--- config.mk ---
export PLATFORM = sky130hd
export DESIGN_NAME = urh_ctrl
export DESIGN_NICKNAME = d
export VERILOG_FILES = /design/src/rtl/urh_pkg.sv /design/src/rtl/urh_ctrl.sv
export SDC_FILE = /design/constraint.sdc
export NUM_CORES = 1
export LEC_CHECK = 0
export ABC_AREA = 1
export BUFFER_PORTS_ARGS = -buffer_cell sky130_fd_sc_hd__buf_4
export CORE_ASPECT_RATIO = 1.1
export CORE_MARGIN = 2
export CORE_UTILIZATION = 51
export CTS_BUF_LIST = sky130_fd_sc_hd__clkbuf_8
export DETAILED_ROUTE_END_ITERATION = 8
export PLACE_DENSITY = 0.83
export SETUP_SLACK_MARGIN = 0.1
export SYNTH_ARGS = -nofsm -noshare
export SYNTH_HDL_FRONTEND = slang
export SYNTH_SLANG_ARGS = --single-unit
export TNS_END_PERCENT = 5
--- constraint.sdc ---
create_clock -name clk -period 1.55 [get_ports clk]
set_input_delay 0.155 -clock clk [delete_from_list [all_inputs] [get_ports clk]]
set_output_delay 0.155 -clock clk [all_outputs]
set_load 0.005 [all_outputs]
--- src/rtl/urh_pkg.sv ---
package urh_pkg;

	// ring geometry of each side
	localparam int SIDE_DEPTH = 64;
	localparam int PTR_W      = $clog2(SIDE_DEPTH);
	localparam int CNT_W      = $clog2(SIDE_DEPTH + 1);
	localparam int SBYTES_W   = 24 + $clog2(SIDE_DEPTH);
	localparam int TBYTES_W   = SBYTES_W + 1;
	localparam int ECNT_W     = CNT_W + 1;
	localparam int ECMP_W     = (ECNT_W > 6) ? ECNT_W : 6;
	localparam int BCMP_W     = (TBYTES_W > 32) ? TBYTES_W : 32;

	// configuration register indexes
	localparam logic REG_MAX_ENTRIES = 1'b0;
	localparam logic REG_MAX_BYTES   = 1'b1;

	// command modes
	localparam logic [2:0] MODE_RECORD = 3'd0;
	localparam logic [2:0] MODE_UNDO   = 3'd1;
	localparam logic [2:0] MODE_REDO   = 3'd2;
	localparam logic [2:0] MODE_SAVE   = 3'd3;
	localparam logic [2:0] MODE_CLEAR  = 3'd4;

	// result status codes
	localparam logic [1:0] ST_OK      = 2'd0;
	localparam logic [1:0] ST_NO_UNDO = 2'd1;
	localparam logic [1:0] ST_NO_REDO = 2'd2;
	localparam logic [1:0] ST_FAIL    = 2'd3;

	// side select
	localparam logic SIDE_UNDO = 1'b0;
	localparam logic SIDE_REDO = 1'b1;

	typedef struct packed {
		logic [2:0]  mode;
		logic [15:0] image_handle;
		logic [23:0] image_bytes;
		logic        action_ok;
	} cmd_t;

	typedef struct packed {
		logic [1:0]  status;
		logic [15:0] restored_handle;
		logic [31:0] current_revision;
		logic        dirty;
		logic [6:0]  undo_count;
		logic [6:0]  redo_count;
		logic [31:0] bytes_in_use;
		logic [6:0]  evicted_count;
	} rsp_t;

	// one snapshot entry as stored in a side ring
	typedef struct packed {
		logic [15:0] handle;
		logic [23:0] bytes;
		logic [31:0] rev;
	} entry_t;

	// operations on one side ring
	typedef struct packed {
		logic clr;
		logic rd_newest;
		logic rd_oldest;
		logic pop_newest;
		logic drop_oldest;
		logic push;
	} side_cmd_t;

	// controller to datapath
	typedef struct packed {
		logic       load;
		logic       rec;
		logic       rest;
		logic       save;
		logic       clr;
		logic       rd_new;
		logic       rd_old;
		logic       drop;
		logic       push;
		logic       side;
		logic       status_we;
		logic [1:0] status;
		logic       out_load;
	} ctrl_cmd_t;

	// datapath to controller
	typedef struct packed {
		logic [2:0] mode;
		logic       ok;
		logic       undo_empty;
		logic       redo_empty;
		logic       undo_full;
		logic       redo_full;
		logic       over;
		logic       pick_redo;
	} dp_stat_t;

endpackage

--- src/rtl/urh_ctrl.sv ---
module urh_ctrl (
	input  logic                clk,
	input  logic                arst_n,
	input  logic                cmd_valid,
	output logic                cmd_stall,
	output logic                rsp_valid,
	input  logic                rsp_stall,
	input  urh_pkg::dp_stat_t   stat,
	output urh_pkg::ctrl_cmd_t  ctl
);

	typedef enum logic [8:0] {
		S_IDLE      = 9'b000000001,
		S_DECIDE    = 9'b000000010,
		S_REST      = 9'b000000100,
		S_PD_RD     = 9'b000001000,
		S_PD_DROP   = 9'b000010000,
		S_PUSH      = 9'b000100000,
		S_TRIM_CHK  = 9'b001000000,
		S_TRIM_DROP = 9'b010000000,
		S_DONE      = 9'b100000000
	} state_t;

	state_t state_q;
	state_t state_d;
	logic   out_valid_q;
	logic   out_free;
	logic   to_side;
	logic   from_side;
	logic   to_full;

	assign out_free  = !out_valid_q || !rsp_stall;
	assign to_side   = (stat.mode == urh_pkg::MODE_UNDO) ? urh_pkg::SIDE_REDO : urh_pkg::SIDE_UNDO;
	assign from_side = ~to_side;
	assign to_full   = (to_side == urh_pkg::SIDE_UNDO) ? stat.undo_full : stat.redo_full;

	// sequencer
	always_comb begin
		state_d = state_q;
		ctl     = '0;
		case (state_q)
			S_IDLE: begin
				if (cmd_valid) begin
					ctl.load = 1'b1;
					state_d  = S_DECIDE;
				end
			end
			S_DECIDE: begin
				case (stat.mode)
					urh_pkg::MODE_RECORD: begin
						if (!stat.ok) begin
							ctl.status_we = 1'b1;
							ctl.status    = urh_pkg::ST_FAIL;
							state_d       = S_DONE;
						end else begin
							ctl.rec = 1'b1;
							state_d = stat.undo_full ? S_PD_RD : S_PUSH;
						end
					end
					urh_pkg::MODE_UNDO: begin
						if (stat.undo_empty) begin
							ctl.status_we = 1'b1;
							ctl.status    = urh_pkg::ST_NO_UNDO;
							state_d       = S_DONE;
						end else if (!stat.ok) begin
							ctl.status_we = 1'b1;
							ctl.status    = urh_pkg::ST_FAIL;
							state_d       = S_DONE;
						end else begin
							ctl.rd_new = 1'b1;
							ctl.side   = from_side;
							state_d    = S_REST;
						end
					end
					urh_pkg::MODE_REDO: begin
						if (stat.redo_empty) begin
							ctl.status_we = 1'b1;
							ctl.status    = urh_pkg::ST_NO_REDO;
							state_d       = S_DONE;
						end else if (!stat.ok) begin
							ctl.status_we = 1'b1;
							ctl.status    = urh_pkg::ST_FAIL;
							state_d       = S_DONE;
						end else begin
							ctl.rd_new = 1'b1;
							ctl.side   = from_side;
							state_d    = S_REST;
						end
					end
					urh_pkg::MODE_SAVE: begin
						ctl.save = 1'b1;
						state_d  = S_DONE;
					end
					urh_pkg::MODE_CLEAR: begin
						ctl.clr = 1'b1;
						state_d = S_DONE;
					end
					default: begin
						state_d = S_DONE;
					end
				endcase
			end
			S_REST: begin
				ctl.rest = 1'b1;
				ctl.side = from_side;
				state_d  = to_full ? S_PD_RD : S_PUSH;
			end
			S_PD_RD: begin
				ctl.rd_old = 1'b1;
				ctl.side   = to_side;
				state_d    = S_PD_DROP;
			end
			S_PD_DROP: begin
				ctl.drop = 1'b1;
				ctl.side = to_side;
				state_d  = S_PUSH;
			end
			S_PUSH: begin
				ctl.push = 1'b1;
				ctl.side = to_side;
				state_d  = S_TRIM_CHK;
			end
			S_TRIM_CHK: begin
				ctl.side = stat.pick_redo;
				if (stat.over) begin
					ctl.rd_old = 1'b1;
					state_d    = S_TRIM_DROP;
				end else if (out_free) begin
					ctl.out_load = 1'b1;
					state_d      = S_IDLE;
				end else begin
					state_d = S_DONE;
				end
			end
			S_TRIM_DROP: begin
				ctl.drop = 1'b1;
				ctl.side = stat.pick_redo;
				state_d  = S_TRIM_CHK;
			end
			S_DONE: begin
				if (out_free) begin
					ctl.out_load = 1'b1;
					state_d      = S_IDLE;
				end
			end
			default: begin
				state_d = S_IDLE;
			end
		endcase
	end

	always_ff @(posedge clk or negedge arst_n) begin
		if (!arst_n) begin
			state_q <= S_IDLE;
		end else begin
			state_q <= state_d;
		end
	end

	// result valid flag
	always_ff @(posedge clk or negedge arst_n) begin
		if (!arst_n) begin
			out_valid_q <= 1'b0;
		end else if (ctl.out_load) begin
			out_valid_q <= 1'b1;
		end else if (!rsp_stall) begin
			out_valid_q <= 1'b0;
		end
	end

	assign cmd_stall = (state_q != S_IDLE);
	assign rsp_valid = out_valid_q;

endmodule

# Word-level counts from Yosys, hierarchy flattened
# Cells that the tools add are included.
# word_totals
regBits,10
in_bits,14
output_inout_bits,16
word_cells,74
# classes
eq_ne,17
n_mux,45
bitwise,1
reduce_logical,9
# op_table
cell,count
$mux W9,8
$pmux W9 S8,1
$pmux W9 S3,1
$mux W1,22
$mux W3,5
$mux W6,2
$eq A9 B1 Y1 const B,1
$eq A9 B2 Y1 const B,1
$eq A9 B3 Y1 const B,1
$eq A9 B4 Y1 const B,1
$eq A9 B5 Y1 const B,1
$eq A9 B6 Y1 const B,1
$eq A9 B7 Y1 const B,1
$eq A9 B8 Y1 const B,1
$eq A9 B9 Y1 const B,1
$ne A9 B1 Y1 const B,1
$pmux W3 S3,1
$pmux W1 S2,4
$eq A3 B2 Y1 const B,2
$reduce_or A2 Y1,3
$ne A2 B2 Y1 const B,2
$pmux W1 S4,1
$eq A3 B1 Y1 const B,1
$eq A3 B3 Y1 const B,1
other kinds (7),8

# Depth between registers and ports, before layout
# Gate-level depths: netlist of the first run.
# logic_depth
word_depth,7
mapped_depth,10
mapped_depth_nobuf,10

# Worst setup path after synthesis of the first run
# OpenSTA, ideal clock, no wires.
# synth_path
path_kind,reg2out
start,register state_q[4]
end,output port ctl[1] (netlist name)
t_arrival_ns,1.143
t_required_ns,1.395
path_slack_ns,0.252
path_stages_with_launch,8
path_buffers,0
cell_sequence,dfrtp_1 nor2_4 nand2_4 inv_4 nand4_4 inv_2 nand3_2 a21oi_1
# synth_lines
item,line,source
start: declaration,urh_ctrl.sv:24,state_t state_q;
start signal: assignment,urh_ctrl.sv:156,state_q <= state_d;
end: declaration,urh_ctrl.sv:9,output urh_pkg::ctrl_cmd_t ctl

==> qor.tcl, run 1 <==
set qor(post_synth_instance_area_um2) 860
set qor(ctsLongestPathBuffers) 2
set qor(antenna_found_initial) 0
set qor(route.vias.total) 1086
set qor(vias_in_the_first_global_route) 1090
set qor(p_per_area_nw_per_um2) 943
set qor(post-route-worst-setup-slack_ps) -156
set qor(detailedPlacementHpwl_um) 1820
set qor(max_clock_freq_ghz) 0.586
set qor(drt_iter0_drc) 29
set qor(netlist_top_cells_area) {sky130_fd_sc_hd__dfrtp_1, sky130_fd_sc_hd__nand2_1, sky130_fd_sc_hd__nor2_1, sky130_fd_sc_hd__inv_1, sky130_fd_sc_hd__nand3_2}
set qor(power.static_leakage_nw) 0.758
set qor(cts-root-buf) {sky130_fd_sc_hd__clkbuf_8}
set qor(timing.setup.critical_path_class) {register to output pin}
set qor(via_count_normalized_by_instance_count) 5.57
set qor(grt_util_all_layers_pct) 31.1
set qor(drc) 0
set qor(cts_buffers) 3
set qor(clock_pin_transition_on_the_worst_setup_and_hold_timing_paths_ps) 50
set qor(synth_simple_gate_area_share_pct) 51.7
set qor(worst_margin_pin_slew_ps) 414
set qor(critical_path_required_ps) 1390
set qor(status) {complete, but fails checks}
set qor(syn-instance-count) 132
set qor(detail-route-antenna-nets) 0
set qor(io_pins) 30
set qor(post_layout_nets) 193
set qor(peakVddDrop_v) 0.00102
set qor(netlist-cell-type-count) 24
set qor(synth-compound-area-share_pct) 7.86
set qor(place.detailed.instances) 180
set qor(dpl_worst_slack_ps) 13.1
set qor(final_report_max_slew_violation_count) 0
set qor(slew-limit-headroom_pct) 72.2
set qor(antennaDiodeCount) 0
set qor(grt_pass1_wl_um) 4510
set qor(max_cap_violations) 0
set qor(finClkSkew_ps) 1.56
set qor(timing.critical_path.from_type) {register}
set qor(synth_top_family_by_area) {simple AND/OR/NAND/NOR gates}
set qor(yosys.area_share.xor_xnor_pct) 0
set qor(worst_hold_path_type) {input port to register}
set qor(numClockSinks) 10
set qor(gpl.final_weighted_congestion) 0.854
set qor(initial_utilization_pct) 54.5
set qor(cp-end-kind) {output pin}
set qor(fin_crit_sh_pct) 110
set qor(yosys-mux-area-fraction_pct) 0
set qor(drt_wl_total_um) 2960
set qor(routed_length_per_instance_um) 15.2
set qor(cp_data_arrival_time_ps) 1550
set qor(final_layout_size_suffix_gt1_share_pct) 47.8
set qor(ys_seq_elements) 10
set qor(htree_levels) 1
set qor(tritoncts) {built}
set qor(chipWidth_um) 43.1
set qor(synthesis.nets) 146
set qor(report.final.setup_viol) 12
set qor(fin_hold_ws_ps) 118
set qor(synth_area_per_cell_um2) 6.51
set qor(gr-total-overflow) 0
set qor(final_cells) 195
set qor(fin_crit_ps) 1710
set qor(areaGrowthSynthToFinish_pct) 59.4
set qor(synthDominantAreaCellType) {sky130_fd_sc_hd__dfrtp_1}
set qor(source_to_sink_clock_delay_at_the_later_pin_of_the_worst_skew_pair_ps) 240
set qor(dieArea_um2) 2030
set qor(yosys_warnings) 0
set qor(arithmetic_cell_share_of_the_synthesized_area_counting_full_adders_half_adders_and_majority_gates_pct) 0
set qor(crit_fanout) 5
set qor(post-synth-top-area-fraction_pct) 26.2
set qor(grt_setup_unrepaired) {yes}
set qor(failed_checks) {setup timing}
set qor(layout_common_cells) {sky130_fd_sc_hd__buf_4, sky130_fd_sc_hd__nand2_1, sky130_fd_sc_hd__inv_1}
set qor(mostFrequentLayoutCell) {sky130_fd_sc_hd__buf_4}
set qor(tns_ps) -953
set qor(largest_net_degree_at_the_start_of_global_routing) 11
set qor(timing_hold_violations_final) 0
set qor(fp.dieH_um) 47.1
set qor(count_of_standard_cell_rows) 15
set qor(dr.pass1.iters) 4
set qor(synth.yosys.seq_area_share_pct) 29.3
set qor(coreArea_um2) 1580
set qor(port_buf_inserts) 29
-- cells by family after synthesis --
group / count (synthesis)
flip-flops: 10
AND/OR/NAND/NOR: 86
AO/OA/AOI/OAI: 11
buffers and inverters: 25
-- cell usage after synthesis --
master and instances:
sky130_fd_sc_hd__nor2_2 2, sky130_fd_sc_hd__nor3b_2 1, sky130_fd_sc_hd__nor4_1 1, sky130_fd_sc_hd__o32ai_1 1
sky130_fd_sc_hd__nor2_1 21, sky130_fd_sc_hd__nand2_2 2, sky130_fd_sc_hd__inv_2 7, sky130_fd_sc_hd__nand3_2 5
sky130_fd_sc_hd__inv_1 17, sky130_fd_sc_hd__nor3_1 7, sky130_fd_sc_hd__nand2_1 31, sky130_fd_sc_hd__nor2_4 2
sky130_fd_sc_hd__o22ai_1 1, sky130_fd_sc_hd__nand4_1 2, sky130_fd_sc_hd__nor3b_1 1, sky130_fd_sc_hd__inv_4 1
sky130_fd_sc_hd__o211ai_2 1, sky130_fd_sc_hd__nand2_4 1, sky130_fd_sc_hd__nand3_1 9, sky130_fd_sc_hd__nand4_4 1
sky130_fd_sc_hd__dfstp_2 1, sky130_fd_sc_hd__a21oi_1 4, sky130_fd_sc_hd__dfrtp_1 9, sky130_fd_sc_hd__o21ai_0 4
-- metrics by stage --
step	area (µm²)	util (%)	total power, W
floorplan	860	-	0.000635
global placement	1110	70.6	0.000785
global route	1370	86.9	0.00135
CTS	1350	85.3	0.00123
detailed placement	1110	70.6	0.000796
finish	1370	86.9	0.00129
-- worst paths after layout --
path | from | slack [ps] | endpoint | cells past startpoint
min in group asynchronous | arst_n | 280 | state_q[5]$_DFFE_PN0P_ | 2
setup / recovery | state_q[3]$_DFFE_PN0P_ | -160 | ctl[0] | 8
hold / removal | stat[3] | 120 | state_q[5]$_DFFE_PN0P_ | 2
max in group asynchronous | arst_n | 1040 | state_q[0]$_DFFE_PN1P_ | 2
hold reg to reg | rsp_valid$_DFFE_PN0P_ | 560 | rsp_valid$_DFFE_PN0P_ | 2
setup reg to reg | state_q[4]$_DFFE_PN0P_ | 80 | state_q[0]$_DFFE_PN1P_ | 9
-- layer usage --
layer / part of all wire (%) / vias to the layer above / global-route usage, %
met5: 0 / - / 0
met4: 3.3 / 0 / 18.2
met3: 4.8 / 10 / 4.62
met2: 56 / 48 / 61.5
met1: 36 / 514 / 31.2
li1: - / 514 / -
-- critical path, stage by stage (launching register included) --
cell and delay [ps]:
sky130_fd_sc_hd__dfrtp_1 410, sky130_fd_sc_hd__nor2_4 180, sky130_fd_sc_hd__nand2_4 100, sky130_fd_sc_hd__inv_6 90, sky130_fd_sc_hd__nand3_4 100, sky130_fd_sc_hd__o32ai_4 130
sky130_fd_sc_hd__inv_2 80, sky130_fd_sc_hd__nor2_2 100, sky130_fd_sc_hd__buf_4 110
-- power breakdown --
group	switching (W)	total, W	internal, W
Combinational	0.000360	0.000622	0.000262
Clock	0.000117	0.000292	0.000175
Sequential	0.0000669	0.000377	0.000310
-- repair_timing --
item / CTS / global route
hold endpoints to repair: 10 / 0
buffers inserted: 9 / 1
hold buffers: 1 / 0
setup endpoints to repair: 15 / 16
resized for setup: 25 / 6
pin swaps: 11 / 6
-- cell type report --
cell class / count / area, µm²
Clock inverter: 1 / 3.75
Timing Repair Buffer: 42 / 333
Sequential cell: 10 / 254
Fill cell: 88 / 206
Clock buffer: 3 / 41.3
Inverter: 25 / 104
Multi-Input combinational cell: 97 / 613
Tap cell: 17 / 21.3
-- flip-flops by register name, summed over array words and instances, names as in the netlist --
name	count
rsp_valid	1
state_q	9
No activity file was read; power rests on OpenSTA's default activity.
==> inputs of run 2 (changes only) <==
--- a/config.mk
+++ b/config.mk
@@ -9,12 +9,10 @@
 export BUFFER_PORTS_ARGS = -buffer_cell sky130_fd_sc_hd__buf_4
 export CORE_ASPECT_RATIO = 1.1
 export CORE_MARGIN = 2
-export CORE_UTILIZATION = 51
-export CTS_BUF_LIST = sky130_fd_sc_hd__clkbuf_8
+export CORE_UTILIZATION = 49
 export DETAILED_ROUTE_END_ITERATION = 8
-export PLACE_DENSITY = 0.83
+export PLACE_DENSITY = 0.81
 export SETUP_SLACK_MARGIN = 0.1
 export SYNTH_ARGS = -nofsm -noshare
 export SYNTH_HDL_FRONTEND = slang
 export SYNTH_SLANG_ARGS = --single-unit
-export TNS_END_PERCENT = 5
==> run 2 against run 1 <==
  * Worst setup slack lost 66 ps
  * Clock power decreased by 32%
  * The flow still finishes with violations (setup timing)
  * First-iteration DRC count shrank 14%
  * Wire length shrank 2.6%
  * Critical endpoint is now ctl[12]
==> qor.tcl, run 2 (same netlist as run 1, synthesis figures left out) <==
set qor(status) {complete, but fails checks}
set qor(failed_checks) {setup timing}
set qor(io_pins) 30
set qor(sequential_cell_area_um2) 253
set qor(via_count_normalized_by_instance_count) 5.45
set qor(tritoncts) {built}
set qor(multiInputGateArea_um2) 616
set qor(reg2reg_from) {state_q[5]$_DFFE_PN0P_}
set qor(max_clock_freq_ghz) 0.564
set qor(grt_util_all_layers_pct) 27.6
set qor(timing.rr.end) {state_q[0]$_DFFE_PN1P_}
set qor(route.vias.total) 1068
set qor(fill_cells) 101
set qor(fin_crit_ps) 1770
set qor(post-route-worst-setup-slack_ps) -222
set qor(finClkSkew_ps) 3.53
set qor(place.detailed.instances) 179
set qor(timing_hold_violations_final) 0
set qor(post_layout_nets) 194
set qor(rr_worst_depth) 10
set qor(peakVddDrop_v) 0.000559
set qor(worst_margin_pin_slew_ps) 402
set qor(coreArea_um2) 1610
set qor(ctsLongestPathBuffers) 2
set qor(clock_pin_transition_on_the_worst_setup_and_hold_timing_paths_ps) 70
set qor(mostFrequentLayoutCell) {sky130_fd_sc_hd__buf_4}
set qor(register_with_the_highest_flop_count) {state_q}
set qor(critical_path_required_ps) 1390
set qor(routed_length_per_instance_um) 14.7
set qor(initial_utilization_pct) 53.3
set qor(totalPowerFinal_w) 0.00124
set qor(count_of_standard_cell_rows) 15
set qor(drt_iter0_drc) 25
set qor(areaGrowthSynthToFinish_pct) 58.4
set qor(antennaDiodeCount) 0
set qor(timing.setup.critical_path_class) {register to output pin}
set qor(gr-total-overflow) 0
set qor(drt_wl_total_um) 2880
set qor(final_report_max_slew_violation_count) 0
set qor(largest_net_degree_at_the_start_of_global_routing) 11
set qor(regToRegSetupSlack_ps) -130
set qor(dpl_worst_slack_ps) -8.21
set qor(power.static_leakage_nw) 0.745
set qor(final_cells) 196
set qor(cts-root-buf) {sky130_fd_sc_hd__clkbuf_4}
set qor(p_per_area_nw_per_um2) 914
set qor(cp-end-kind) {output pin}
set qor(worst_hold_path_type) {input port to register}
set qor(report.final.setup_viol) 14
set qor(holdPathStages) 2
set qor(post-route-util_pct) 84.3
set qor(antenna_found_initial) 0
set qor(fin_crit_sh_pct) 114
set qor(cp_data_arrival_time_ps) 1620
set qor(max_cap_violations) 0
set qor(grt_pass1_wl_um) 4160
set qor(grt_setup_unrepaired) {yes}
set qor(fp.dieH_um) 47.9
set qor(detailedPlacementHpwl_um) 1890
set qor(dieArea_um2) 2110
set qor(final_layout_size_suffix_gt1_share_pct) 49.2
set qor(timing.critical_path.from_type) {register}
set qor(drc) 0
set qor(numClockSinks) 10
set qor(worstHoldStart) {stat[3]}
set qor(chipWidth_um) 43.9
set qor(htree_levels) 1
set qor(cts_buffers) 3
set qor(vias_in_the_first_global_route) 989
set qor(dr.pass1.iters) 4
set qor(port_buf_inserts) 29
set qor(source_to_sink_clock_delay_at_the_later_pin_of_the_worst_skew_pair_ps) 270
set qor(gpl.final_weighted_congestion) 0.830
set qor(detail-route-antenna-nets) 0
set qor(largest_register_ff_count) 9
set qor(crit_fanout) 5
set qor(layout_common_cells) {sky130_fd_sc_hd__buf_4, sky130_fd_sc_hd__nand2_1, sky130_fd_sc_hd__nor2_1}
set qor(slew-limit-headroom_pct) 73.0
set qor(min_to) {state_q[5]$_DFFE_PN0P_}
-- run 2: cell count changes in the layout (fill, tap and decap cells not counted), moves of 3 or more --
| cell | previous run | this run |
|---|---|---|
| sky130_fd_sc_hd__nor2_2 | 6 | 3 |
| sky130_fd_sc_hd__clkbuf_8 | 3 | 0 |
| sky130_fd_sc_hd__clkbuf_4 | 0 | 3 |
| sky130_fd_sc_hd__inv_1 | 17 | 14 |
-- run 2: how the worst max path moves through the flow --
stage / cells after the start / startpoint / end
finish: 7 / state_q[5]$_DFFE_PN0P_ / ctl[12]
floorplan: 7 / state_q[4]$_DFFE_PN0P_ / ctl[1]
global route: 8 / state_q[5]$_DFFE_PN0P_ / ctl[1]
global placement: 8 / state_q[3]$_DFFE_PN0P_ / ctl[0]
CTS: 8 / state_q[2]$_DFFE_PN0P_ / ctl[0]
detailed placement: 8 / state_q[3]$_DFFE_PN0P_ / ctl[0]
-- run 2: where the power goes --
| part | internal [W] | switching, W | total, W | leakage, nW |
|---|---|---|---|---|
| registers | 0.000308 | 0.0000651 | 0.000373 | 0.133 |
| clock network | 0.0000997 | 0.0000991 | 0.000199 | 0.0150 |
| logic | 0.000294 | 0.000379 | 0.000672 | 0.597 |
-- run 2: worst max-delay path, cell delays in order, from the launching register on --
cell and delay (ps):
sky130_fd_sc_hd__dfrtp_1 440, sky130_fd_sc_hd__nor2_4 180, sky130_fd_sc_hd__nand2_4 110, sky130_fd_sc_hd__inv_4 90, sky130_fd_sc_hd__nand4_4 120, sky130_fd_sc_hd__buf_4 180
sky130_fd_sc_hd__nor2_4 110, sky130_fd_sc_hd__buf_4 120
-- run 2: final cells by class --
cell class                 instances  area share (%)
clock buffer                       4            1.93
tap                               17            1.56
sequential                        10            18.6
inverter                          25            8.00
timing repair buffer              43            24.7
multi-input combinational         97            45.2
-- run 2: timing repair --
action / in CTS / in global routing
setup buffers: 9 / 3
endpoints found under the setup margin: 15 / 18
hold buffers: 1 / 0
endpoints found under the hold margin: 10 / 0
resized for setup: 24 / 12
pin swaps: 9 / 8
-- run 2: through the flow --
stage | TNS [ps] | hold WS [ps] | instance area, µm²
after floorplan | 0 | -141 | 860
after global placement | 0 | -6.46 | 1110
after detailed placement | -8.21 | -6.15 | 1110
after CTS | -1170 | 98.1 | 1310
after global routing | -2750 | 104 | 1360
final | -2050 | 93.8 | 1360
-- run 2: layer usage --
layer  vias up  routed length [µm]  GRT usage, %
met5         -                   0             0
met4         0                 157          21.2
met2        51                1580          53.8
li1        516                   -             -
met1       484                1020          27.8
met3        17                 123          1.89
